<file path="src/rtl/ommc_pkg.sv">
`timescale 1ns / 1ps
package ommc_pkg;

	// default maximum vector length and dims register reset value
	localparam int MAX_DIMS_DEF = 8;
	localparam logic [3:0] DIMS_RESET = 4'd4;

	// function codes of the trigger beat
	localparam logic [2:0] FN_ADD        = 3'd0;
	localparam logic [2:0] FN_REMOVE     = 3'd1;
	localparam logic [2:0] FN_ADD_VAR    = 3'd2;
	localparam logic [2:0] FN_REMOVE_VAR = 3'd3;
	localparam logic [2:0] FN_CLEAR      = 3'd4;

	// datapath operations
	typedef enum logic [3:0] {
		OP_NOP,
		OP_SETUP,
		OP_DIV_START,
		OP_DIV_TAKE,
		OP_DIFF,
		OP_COV_RD,
		OP_MUL,
		OP_FIN,
		OP_COV_WR,
		OP_CLEAR,
		OP_COUNT,
		OP_EMIT_MEAN,
		OP_EMIT_COV
	} ommc_op_t;

	// multiplier operand pairs, in the order one covariance element uses them
	typedef enum logic [1:0] {
		MS_DD,
		MS_CV,
		MS_PR,
		MS_VAR
	} ommc_msel_t;

	// divider jobs
	typedef enum logic [1:0] {
		DS_P1,
		DS_P2,
		DS_QV,
		DS_MEAN
	} ommc_dsel_t;

	typedef struct packed {
		ommc_op_t   op;
		ommc_msel_t msel;
		ommc_dsel_t dsel;
		logic [1:0] step;
		logic [2:0] row;
		logic [2:0] col;
		logic       rem;
		logic       last;
		logic       buf_wr;
	} ommc_cmd_t;

	typedef struct packed {
		logic div_busy;
		logic out_free;
		logic count_le1;
	} ommc_sts_t;

endpackage

</file>
<file path="src/rtl/ommc_ctrl.sv">
`timescale 1ns / 1ps
module ommc_ctrl #(
	parameter int MAX_DIMS = ommc_pkg::MAX_DIMS_DEF
) (
	input  logic                clk,
	input  logic                arst_n,
	input  logic                in_valid,
	output logic                in_stall,
	input  logic [2:0]          func,
	input  logic [2:0]          component,
	input  logic                cfg_write_en,
	input  logic [3:0]          cfg_write_data,
	input  ommc_pkg::ommc_sts_t sts,
	output ommc_pkg::ommc_cmd_t cmd
);
	import ommc_pkg::*;

	typedef enum logic [11:0] {
		S_IDLE  = 12'h001,
		S_SETUP = 12'h002,
		S_DIVS  = 12'h004,
		S_DIVW  = 12'h008,
		S_DIFF  = 12'h010,
		S_CRD   = 12'h020,
		S_CMUL  = 12'h040,
		S_CWR   = 12'h080,
		S_COUNT = 12'h100,
		S_EMM   = 12'h200,
		S_ERD   = 12'h400,
		S_ECOV  = 12'h800
	} state_t;

	state_t     state_q, state_d;
	logic [3:0] dims_q, dims_eff;
	logic [2:0] dl;
	logic       rem_q, rem_d, var_q, var_d;
	ommc_dsel_t dsel_q, dsel_d;
	ommc_msel_t ph_q, ph_d;
	logic [2:0] r_q, r_d, c_q, c_d, sub_q, sub_d;
	logic [2:0] r_nx, c_nx;
	logic       in_acc, trig, tri_end;

	// effective vector length
	always_comb begin
		if (dims_q == 4'd0) begin
			dims_eff = 4'd1;
		end else if (dims_q > 4'(MAX_DIMS)) begin
			dims_eff = 4'(MAX_DIMS);
		end else begin
			dims_eff = dims_q;
		end
	end
	assign dl = 3'(dims_eff - 4'd1);

	assign in_stall = (state_q != S_IDLE);
	assign in_acc   = in_valid && (state_q == S_IDLE);
	assign trig     = in_acc && (component == dl);

	// next upper-triangle position
	assign tri_end = (r_q == dl) && (c_q == dl);
	always_comb begin
		if (c_q == dl) begin
			r_nx = r_q + 3'd1;
			c_nx = r_q + 3'd1;
		end else begin
			r_nx = r_q;
			c_nx = c_q + 3'd1;
		end
	end

	// sequencer
	always_comb begin
		state_d = state_q;
		rem_d   = rem_q;
		var_d   = var_q;
		dsel_d  = dsel_q;
		ph_d    = ph_q;
		r_d     = r_q;
		c_d     = c_q;
		sub_d   = sub_q;
		cmd        = '0;
		cmd.op     = OP_NOP;
		cmd.msel   = ph_q;
		cmd.dsel   = dsel_q;
		cmd.step   = sub_q[1:0];
		cmd.row    = r_q;
		cmd.col    = c_q;
		cmd.rem    = rem_q;
		cmd.buf_wr = in_acc;
		case (state_q)
			S_IDLE: begin
				r_d = 3'd0;
				c_d = 3'd0;
				if (trig) begin
					case (func)
						FN_ADD, FN_REMOVE, FN_ADD_VAR, FN_REMOVE_VAR: begin
							rem_d = func[0];
							var_d = func[1];
							if (func[0] && sts.count_le1) begin
								cmd.op  = OP_CLEAR;
								state_d = S_EMM;
							end else begin
								state_d = S_SETUP;
							end
						end
						FN_CLEAR: begin
							cmd.op  = OP_CLEAR;
							state_d = S_EMM;
						end
						default: begin
							state_d = S_IDLE;
						end
					endcase
				end
			end
			S_SETUP: begin
				cmd.op  = OP_SETUP;
				dsel_d  = DS_P1;
				state_d = S_DIVS;
			end
			S_DIVS: begin
				cmd.op  = OP_DIV_START;
				state_d = S_DIVW;
			end
			S_DIVW: begin
				if (!sts.div_busy) begin
					cmd.op = OP_DIV_TAKE;
					case (dsel_q)
						DS_P1: begin
							dsel_d  = DS_P2;
							state_d = S_DIVS;
						end
						DS_P2: begin
							dsel_d  = DS_QV;
							state_d = S_DIVS;
						end
						DS_QV: begin
							state_d = S_DIFF;
						end
						default: begin
							if (r_q == dl) begin
								state_d = S_COUNT;
							end else begin
								r_d     = r_q + 3'd1;
								state_d = S_DIVS;
							end
						end
					endcase
				end
			end
			S_DIFF: begin
				cmd.op  = OP_DIFF;
				r_d     = 3'd0;
				c_d     = 3'd0;
				state_d = S_CRD;
			end
			S_CRD: begin
				cmd.op  = OP_COV_RD;
				ph_d    = MS_DD;
				sub_d   = 3'd0;
				state_d = S_CMUL;
			end
			S_CMUL: begin
				// four partial products, a drain step, then the finishing step
				if (sub_q < 3'd4) begin
					cmd.op = OP_MUL;
					sub_d  = sub_q + 3'd1;
				end else if (sub_q == 3'd4) begin
					sub_d = 3'd5;
				end else begin
					cmd.op = OP_FIN;
					sub_d  = 3'd0;
					case (ph_q)
						MS_DD: ph_d = MS_CV;
						MS_CV: ph_d = MS_PR;
						MS_PR: begin
							if (var_q && (r_q == c_q)) begin
								ph_d = MS_VAR;
							end else begin
								state_d = S_CWR;
							end
						end
						default: state_d = S_CWR;
					endcase
				end
			end
			S_CWR: begin
				cmd.op = OP_COV_WR;
				if (tri_end) begin
					r_d     = 3'd0;
					dsel_d  = DS_MEAN;
					state_d = S_DIVS;
				end else begin
					r_d     = r_nx;
					c_d     = c_nx;
					state_d = S_CRD;
				end
			end
			S_COUNT: begin
				cmd.op  = OP_COUNT;
				r_d     = 3'd0;
				state_d = S_EMM;
			end
			S_EMM: begin
				if (sts.out_free) begin
					cmd.op = OP_EMIT_MEAN;
					if (r_q == dl) begin
						r_d     = 3'd0;
						c_d     = 3'd0;
						state_d = S_ERD;
					end else begin
						r_d = r_q + 3'd1;
					end
				end
			end
			S_ERD: begin
				cmd.op  = OP_COV_RD;
				state_d = S_ECOV;
			end
			S_ECOV: begin
				if (sts.out_free) begin
					cmd.op   = OP_EMIT_COV;
					cmd.last = tri_end;
					if (tri_end) begin
						state_d = S_IDLE;
					end else begin
						r_d     = r_nx;
						c_d     = c_nx;
						state_d = S_ERD;
					end
				end
			end
			default: begin
				state_d = S_IDLE;
			end
		endcase
	end

	always_ff @(posedge clk or negedge arst_n) begin
		if (!arst_n) begin
			state_q <= S_IDLE;
			dims_q  <= DIMS_RESET;
			rem_q   <= 1'b0;
			var_q   <= 1'b0;
			dsel_q  <= DS_P1;
			ph_q    <= MS_DD;
			r_q     <= 3'd0;
			c_q     <= 3'd0;
			sub_q   <= 3'd0;
		end else begin
			state_q <= state_d;
			rem_q   <= rem_d;
			var_q   <= var_d;
			dsel_q  <= dsel_d;
			ph_q    <= ph_d;
			r_q     <= r_d;
			c_q     <= c_d;
			sub_q   <= sub_d;
			if (cfg_write_en) begin
				dims_q <= cfg_write_data;
			end
		end
	end
endmodule

</file>
<file path="config.mk">
export PLATFORM = sky130hd
export DESIGN_NAME = ommc_ctrl
export DESIGN_NICKNAME = d
export VERILOG_FILES = /design/src/rtl/ommc_pkg.sv /design/src/rtl/ommc_ctrl.sv
export SDC_FILE = /design/constraint.sdc
export NUM_CORES = 1
export LEC_CHECK = 0
export BUFFER_PORTS_ARGS = -buffer_cell sky130_fd_sc_hd__clkbuf_2
export CORE_UTILIZATION = 38
export CTS_CLUSTER_DIAMETER = 120
export DETAILED_ROUTE_END_ITERATION = 10
export GPL_TIMING_DRIVEN = 0
export SETUP_SLACK_MARGIN = 0.3
export SLEW_MARGIN = 25
export SYNTH_ARGS = -nofsm -noshare
export SYNTH_HDL_FRONTEND = slang
export SYNTH_SLANG_ARGS = --single-unit
</file>
<file path="constraint.sdc">
create_clock -name clk -period 3.5 [get_ports clk]
set_input_delay 0.175 -clock clk [delete_from_list [all_inputs] [get_ports clk]]
set_output_delay 0.175 -clock clk [all_outputs]
set_load 0.03 [all_outputs]
</file>
After elaboration in Yosys (flattened, before gate mapping). Index checks and enable logic that the tools add are counted.

Flip-flop bits (word level): 31. Logic and storage cells: 140. Output and inout bits: 20.

Magnitude comparators: 2. Add/sub/neg operators: 4. Reductions and logical operators: 26. Multiplexer cells: 57. Equality and inequality tests: 42.

Operators with widths (number): $pmux W12 S12 (1); $mux W12 (8); $mux W3 (20); $pmux W12 S2 (2); $pmux W4 S11 (1); $ne A2 B2 Y1 const B (12); $pmux W9 S2 (1); $mux W4 (4); $pmux W3 S5 (1); $eq A12 B1 Y1 const B (1); $eq A12 B10 Y1 const B (1); $eq A12 B11 Y1 const B (1); $eq A12 B12 Y1 const B (1); $eq A12 B2 Y1 const B (1); $eq A12 B3 Y1 const B (1); $eq A12 B4 Y1 const B (1); $eq A12 B5 Y1 const B (1); $eq A12 B6 Y1 const B (1); $eq A12 B7 Y1 const B (1); $eq A12 B8 Y1 const B (1); $eq A12 B9 Y1 const B (1); $eq A3 B3 Y1 (4); $mux W2 (6); $ne A12 B1 Y1 const B (1); other kinds (37) (58).

Longest topological paths before layout. Gate-level depths: netlist of the first run.

Word-level depth: 9. Depth in mapped cells: 8.

Least setup slack after synthesis of the first run. OpenSTA, ideal clock, no wires.

Path type: reg-to-reg. From: reg state_q[8]. To: reg ph_q[0]. Path buffers: 1. Stages on the path, launching flop included: 9. Clock period less this slack: 2.406 ns. Arrival: 2.281 ns. Data required time: 3.375 ns. Setup slack: 1.094 ns. Cells stage by stage: dfrtp_1 -> nor4_4 -> nand2_4 -> or4_4 -> buf_6 -> nor2_4 -> o21ai_2 -> nand2_2 -> mux2_4.

Longest elaborated chain between the ends: 3. Elaborated cells on any way between the ends: 9. Classes of those cells: eq/ne: 6; mux: 1; reduce/logical: 2.

RTL lines: start: declaration (line ommc_ctrl.sv:33) `state_t state_q, state_d;`; start signal: assignment (line ommc_ctrl.sv:251) `state_q <= state_d;`; $eq A12 B7 Y1 / $eq A12 B6 Y1 (equally long branches) (line ommc_ctrl.sv:90) `case (state_q)`; $ne A4 B2 Y1 (no line), or another cell as far along; $reduce_and A5 Y1 (no line); end signal: assignment (line ommc_ctrl.sv:255) `ph_q <= ph_d;`; end: declaration (line ommc_ctrl.sv:38) `ommc_msel_t ph_q, ph_d;`.

Several ways; a longest one is shown, not always the timed one. A chain may end at the register's enable or synchronous reset.

==> impl_metrics.ini, run 1 <==
[min_path]
min_path_type = in2reg
min_from = cfg_write_data[0]

[yosys]
avgSynthCellArea_um2 = 9.139
syn_area_um2 = 2522
netlist.area_leader.share = 0.2877
ys_types = 77
yosysSeqAreaShare = 0.3085
async_flop_share = 1.000
synth-edff-count = 0
synthTopCellsByArea = dfrtp_1 29%, nand2_1 4.2%, a21oi_1 3.6%, ha_1 3.5%, nor2_1 2.8%
syn_inst = 276
synth_seq_cells = 31
synth_fp_nets = 300
yosysTopAreaCell = dfrtp_1
yosys_warnings = 0
ys.flop_type = dfrtp_1

[sta]
period_needed_ns = 2.925
holdWs_ns = 0.1064
slew_violations = 0
min_period_over_period = 0.8358
hold_viol_final = 0
relSlewSlack = 0.4290
setup_viol = 0
tightestPinTransition_ns = 0.8455
timing.clock.skew_ns = 0.007421
worst_slack_ns = 0.5746
fmax_mhz = 341.8
rsz0062_at_grt = false
tns_ns = 0

[grt]
grt_pass1_vias = 2106
grt_max_degree = 32
grt_usage = 0.1913
grt_pass1_wl_mm = 10.58
grt_overflow = 0
antenna_found_initial = 0

[pwr]
p_leak_uw = 0.001313
power_frac_comb = 0.472
power_uw = 1627
clkPwrFrac = 0.233
pwr-share-seq = 0.295
p_sw_uw = 689.7
irDropWorstVdd_uv = 423.3
internal-power_uw = 936.9
swShare = 0.4240
power.density_nw_per_um2 = 555.8

[cells_and_area]
final_cell_mix = 36 x clkbuf_2, 29 x dfrtp_1, 28 x nand2_1, 19 x nor2_1, 18 x a21oi_1
syn_to_final_growth_pct = 16.02
drive_above_1_share = 0.2679
final_common_cell = clkbuf_2
multi_input_area_um2 = 1649
diodes = 0
nets = 344
final_util = 0.4583
fillers = 631
final-seq-area_um2 = 778.2

[critical_path]
required_ns = 3.32
cp_max_fo = 10
critPathLaunch = state_q[8]$_DFFE_PN0P_
r2r-start = state_q[6]$_DFFE_PN0P_
crit_path_start_kind = flip-flop
critical_path_arrival_ns = 2.75
end_kind = output pin
worst-setup-path-type = reg2out

[clock_network]
cts_sinks = 31
cts_tree = built
cts_buffers = 5
post-cts-setup-buffers = 0
post_cts_resized = 0
htree_levels = 2
root_buffer = clkbuf_8
clk_pin_slew_ns = 0.08
worstSkewPairLatency_ns = 0.29
ctsLongestPathBuffers = 2

[floorplanning]
die_h_um = 83.48
ioPinCount = 37
rows = 29
die_w_um = 83.48
dieArea_um2 = 6968
coreArea_um2 = 6386
initial_core_util = 0.3950

[drt]
wl_met2_mm = 2.899
viasPerCell = 5.590
totalWireLength_mm = 6.310
dr.max_layer_used = met4
drc = 0
firstDrtPassIters = 4
drt.antenna.violating_nets = 0
wl_per_cell_um = 15.85
drt-met1-wl_mm = 3.053
dr_wl_met3_um = 296
drt_iter0_markers = 122
num_vias = 2225

[run_status]
outcome = completed

[place]
portBuffers = 36
gp_congestion = 0.8737
hpwl_mm = 4.784
pre_cts_ws_ns = 0.7167

[flow_run]
maxCapViolCount = 0
[power groups by stage]
stage | clock network, uW | registers [uW] | logic, uW
final | 379 | 480 | 768
after global routing | 405 | 489 | 842
after CTS | 389 | 480 | 769
after detailed placement | 0 | 486 | 764
after global placement | 0 | 485 | 761
after floorplan | 0 | 502 | 563
[state kept, by name, indices dropped and copies added (netlist names)]
name	flops
r_q	3
sub_q	3
rem_q	1
state_q	12
dsel_q	2
ph_q	2
c_q	3
var_q	1
dims_q	4
[logic make-up (layout without fill, tap and decap cells)]
group                    after synthesis  in the layout  share of synthesized area
AO/OA/AOI/OAI                         70             70                     0.2128
adder cells (fa/ha/maj)                7              7                    0.03472
XOR/XNOR                               9              9                    0.03125
flip-flops                            31             31                     0.3085
AND/OR/NAND/NOR                      130            130                     0.3259
buffers and inverters                 18             63                    0.03770
multiplexers                          11             11                    0.04910
[layout make-up]
class                      count  area share
multi-input combinational    227      0.5635
clock buffer                   6     0.02822
sequential                    31      0.2659
tap                           77     0.03292
inverter                       7    0.008978
timing repair buffer          37     0.06498
clock inverter                 2     0.01197
buffer                        11     0.02351
[worst paths after layout]
path / to / slack (ns) / depth (start not counted)
max in group asynchronous: state_q[5]$_DFFE_PN0P_ / 2.48 / 2
min: dims_q[0]$_DFFE_PN0P_ / 0.11 / 2
max reg2reg: r_q[0]$_DFFE_PN0P_ / 0.67 / 7
min in group asynchronous: dims_q[0]$_DFFE_PN0P_ / 0.50 / 2
min reg2reg: rem_q$_DFFE_PN0P_ / 0.50 / 1
max: cmd[15] / 0.57 / 8
[per-stage QoR]
step / instance area, um^2 / instances
2_1_floorplan: 2522 / 276
3_3_place_gp: 2799 / 389
3_5_place_dp: 2799 / 389
4_1_cts: 2927 / 398
5_1_grt: 2927 / 398
6_report: 2927 / 398
[Yosys cell counts (all sizes together) (5+ instances only)]
master,instances
dfrtp,29
o31ai,6
o21ai,17
nor3,6
xor2,5
nand2,30
nor2,20
nand3,12
ha,7
nor4,6
a21oi,18
inv,7
nand4,9
nand2b,10
buf,9
nor2b,5
mux2,8
[critical path, cell delays in order (launching register included)]
cell and delay [ns]:
dfrtp_1 0.45, nor4_4 0.70, nand2_4 0.12, or4_4 0.51, buf_6 0.15, nor2_4 0.11
a21oi_1 0.05, nand4_1 0.13, clkbuf_2 0.23
[metal layers]
layer,vias to the layer above,GRT usage
met5,-,0
met4,0,0.05855
met3,5,0.03363
met2,57,0.3018
met1,1050,0.2676
li1,1113,-
[repair_timing]
action	CTS	global route
hold buffers	1	0
hold endpoints to repair	3	0
setup endpoints to repair	0	0
Note: power is estimated with default switching activity, not from simulation.
==> run 2, diff against run 1 <==
==> constraint.sdc (replaced) <==
create_clock -name clk -period 2.6 [get_ports clk]
set_input_delay 0.13 -clock clk [delete_from_list [all_inputs] [get_ports clk]]
set_output_delay 0.13 -clock clk [all_outputs]
set_load 0.03 [all_outputs]
==> run 2 against run 1 <==
Compared with the run above: sequential power increased by 37%; hold slack got worse by 0.032 ns; largest cell class unchanged; die area unchanged; critical path depth unchanged; clock-buffer cell count increased by 2.
==> impl_metrics.ini, run 2 (same netlist as run 1, synthesis figures left out) <==
[run_status]
outcome = completed

[cells_and_area]
final_util = 0.5482
diodes = 0
final_common_cell = buf_4
multi_input_area_um2 = 1918
top_register = state_q
drive_above_1_share = 0.4366
top_regs = state_q (12), dims_q (4)
design_area_um2 = 3501
syn_to_final_growth_pct = 38.79
largest_reg_flops = 12
fillers = 570
final_cell_mix = 35 x buf_4, 34 x clkbuf_2, 27 x nand2_1, 22 x dfrtp_1
nets = 378
final-seq-area_um2 = 787.0

[sta]
tightestPinTransition_ns = 0.8163
timing.clock.skew_ns = 0.008640
worst_slack_ns = 0.09331
hold_viol_final = 0
rsz0062_at_grt = true
relSlewSlack = 0.4558
fmax_mhz = 398.9
setup_viol = 0
slew_violations = 0
holdWs_ns = 0.07442
min_period_over_period = 0.9641
period_needed_ns = 2.507

[place]
portBuffers = 36
pre_cts_ws_ns = -0.1046
hpwl_mm = 4.601
place_area_um2 = 2799
gp_congestion = 0.8975

[min_path]
hold-path-cell-count = 2
min_from = cfg_write_data[0]
min_path_type = in2reg

[clock_network]
htree_levels = 2
cts_sinks = 31
cts_tree = built
clk_pin_slew_ns = 0.07
ctsLongestPathBuffers = 2
root_buffer = clkbuf_8
worstSkewPairLatency_ns = 0.29
cts_buffers = 5

[grt]
grt_pass1_wl_mm = 11.41
grt_overflow = 0
grt_max_degree = 32
antenna_found_initial = 0
grt_usage = 0.2029
grt_pass1_vias = 2262

[floorplanning]
die_h_um = 83.48
rows = 29
coreArea_um2 = 6386
die_w_um = 83.48
initial_core_util = 0.3950
ioPinCount = 37
dieArea_um2 = 6968

[drt]
drt.antenna.violating_nets = 0
wl_per_cell_um = 16.38
totalWireLength_mm = 7.077
drc = 0
drt_iter0_markers = 120
num_vias = 2478
viasPerCell = 5.736
firstDrtPassIters = 4

[critical_path]
critical_path_arrival_ns = 2.38
required_ns = 2.47
critPathBufInv = 2
worst-setup-path-type = reg2out
crit_slowest_cell = dfstp_2
path_depth = 8
critPathTopFamily = simple AND/OR/NAND/NOR gates
worst_path_most_repeated_cell = nor3b_4
r2r-start = dims_q[2]$_DFFE_PN1P_
end_kind = output pin
cp_max_fo = 5
crit_path_start_kind = flip-flop
critPathLaunch = dims_q[2]$_DFFE_PN1P_
max_stage_delay_ns = 0.53
worstRegToRegCells = 9
cp_cell_sequence = buf_6 > nor3b_4 > nor3b_4 > o31ai_4 > a2111oi_4 > nand2_1 > nand4_1 > clkbuf_8

[pwr]
p_leak_uw = 0.001571
power.density_nw_per_um2 = 735.0
irDropWorstVdd_uv = 368.7

[flow_run]
maxCapViolCount = 0
-- run 2: cell count changes in the layout (fill, tap and decap cells not counted), sizes merged --
cell    before  now
clkinv       1    0
bufinv       1    0
buf          9   45
-- run 2: through the flow --
| step | power, uW | std cells | setup TNS (ns) |
|---|---|---|---|
| 6_report | 2573 | 432 | 0 |
| 2_1_floorplan | 1427 | 276 | 0 |
| 4_1_cts | 2360 | 416 | 0 |
| 3_3_place_gp | 1654 | 389 | -0.7087 |
| 3_5_place_dp | 1664 | 389 | -0.5725 |
| 5_1_grt | 2719 | 432 | -0.003596 |
-- run 2: final cells by class --
class,instances,share of cell area
Tap cell,77,0.02752
Timing Repair Buffer,71,0.1401
Inverter,7,0.007505
Clock buffer,8,0.02859
Multi-Input combinational cell,227,0.5479
Buffer,11,0.02359
Sequential cell,31,0.2248
-- run 2: path summary, 6_finish.rpt --
check	end	slack [ns]
worst max-delay path	cmd[18]	0.09
worst min-delay path	dims_q[0]$_DFFE_PN0P_	0.07
worst max register to register	state_q[10]$_DFFE_PN0P_	0.22
worst min register to register	var_q$_DFFE_PN0P_	0.49
max in group asynchronous	state_q[1]$_DFFE_PN0P_	1.57
min in group asynchronous	r_q[0]$_DFFE_PN0P_	0.46
-- run 2: metal layers --
metal / track usage / up-vias / routed length, um
met5: 0 / - / 0
met4: 0.06163 / 0 / 147
met3: 0.03165 / 18 / 362
met2: 0.3249 / 75 / 3362
met1: 0.2829 / 1203 / 3204
li1: - / 1182 / -
-- run 2: power breakdown --
| part | switching (uW) | leakage [uW] | internal, uW |
|---|---|---|---|
| clock | 199 | 0.0000515 | 242 |
| combinational | 789 | 0.00112 | 685 |
| sequential | 103 | 0.000400 | 556 |
-- run 2: repair_timing --
item / CTS / global route
endpoints found under the setup margin: 24 / 21
endpoints found under the hold margin: 29 / 0
gates resized for setup: 36 / 40
cloned: 0 / 0
pin swaps: 14 / 13
setup buffers: 18 / 16
hold buffers: 1 / 0
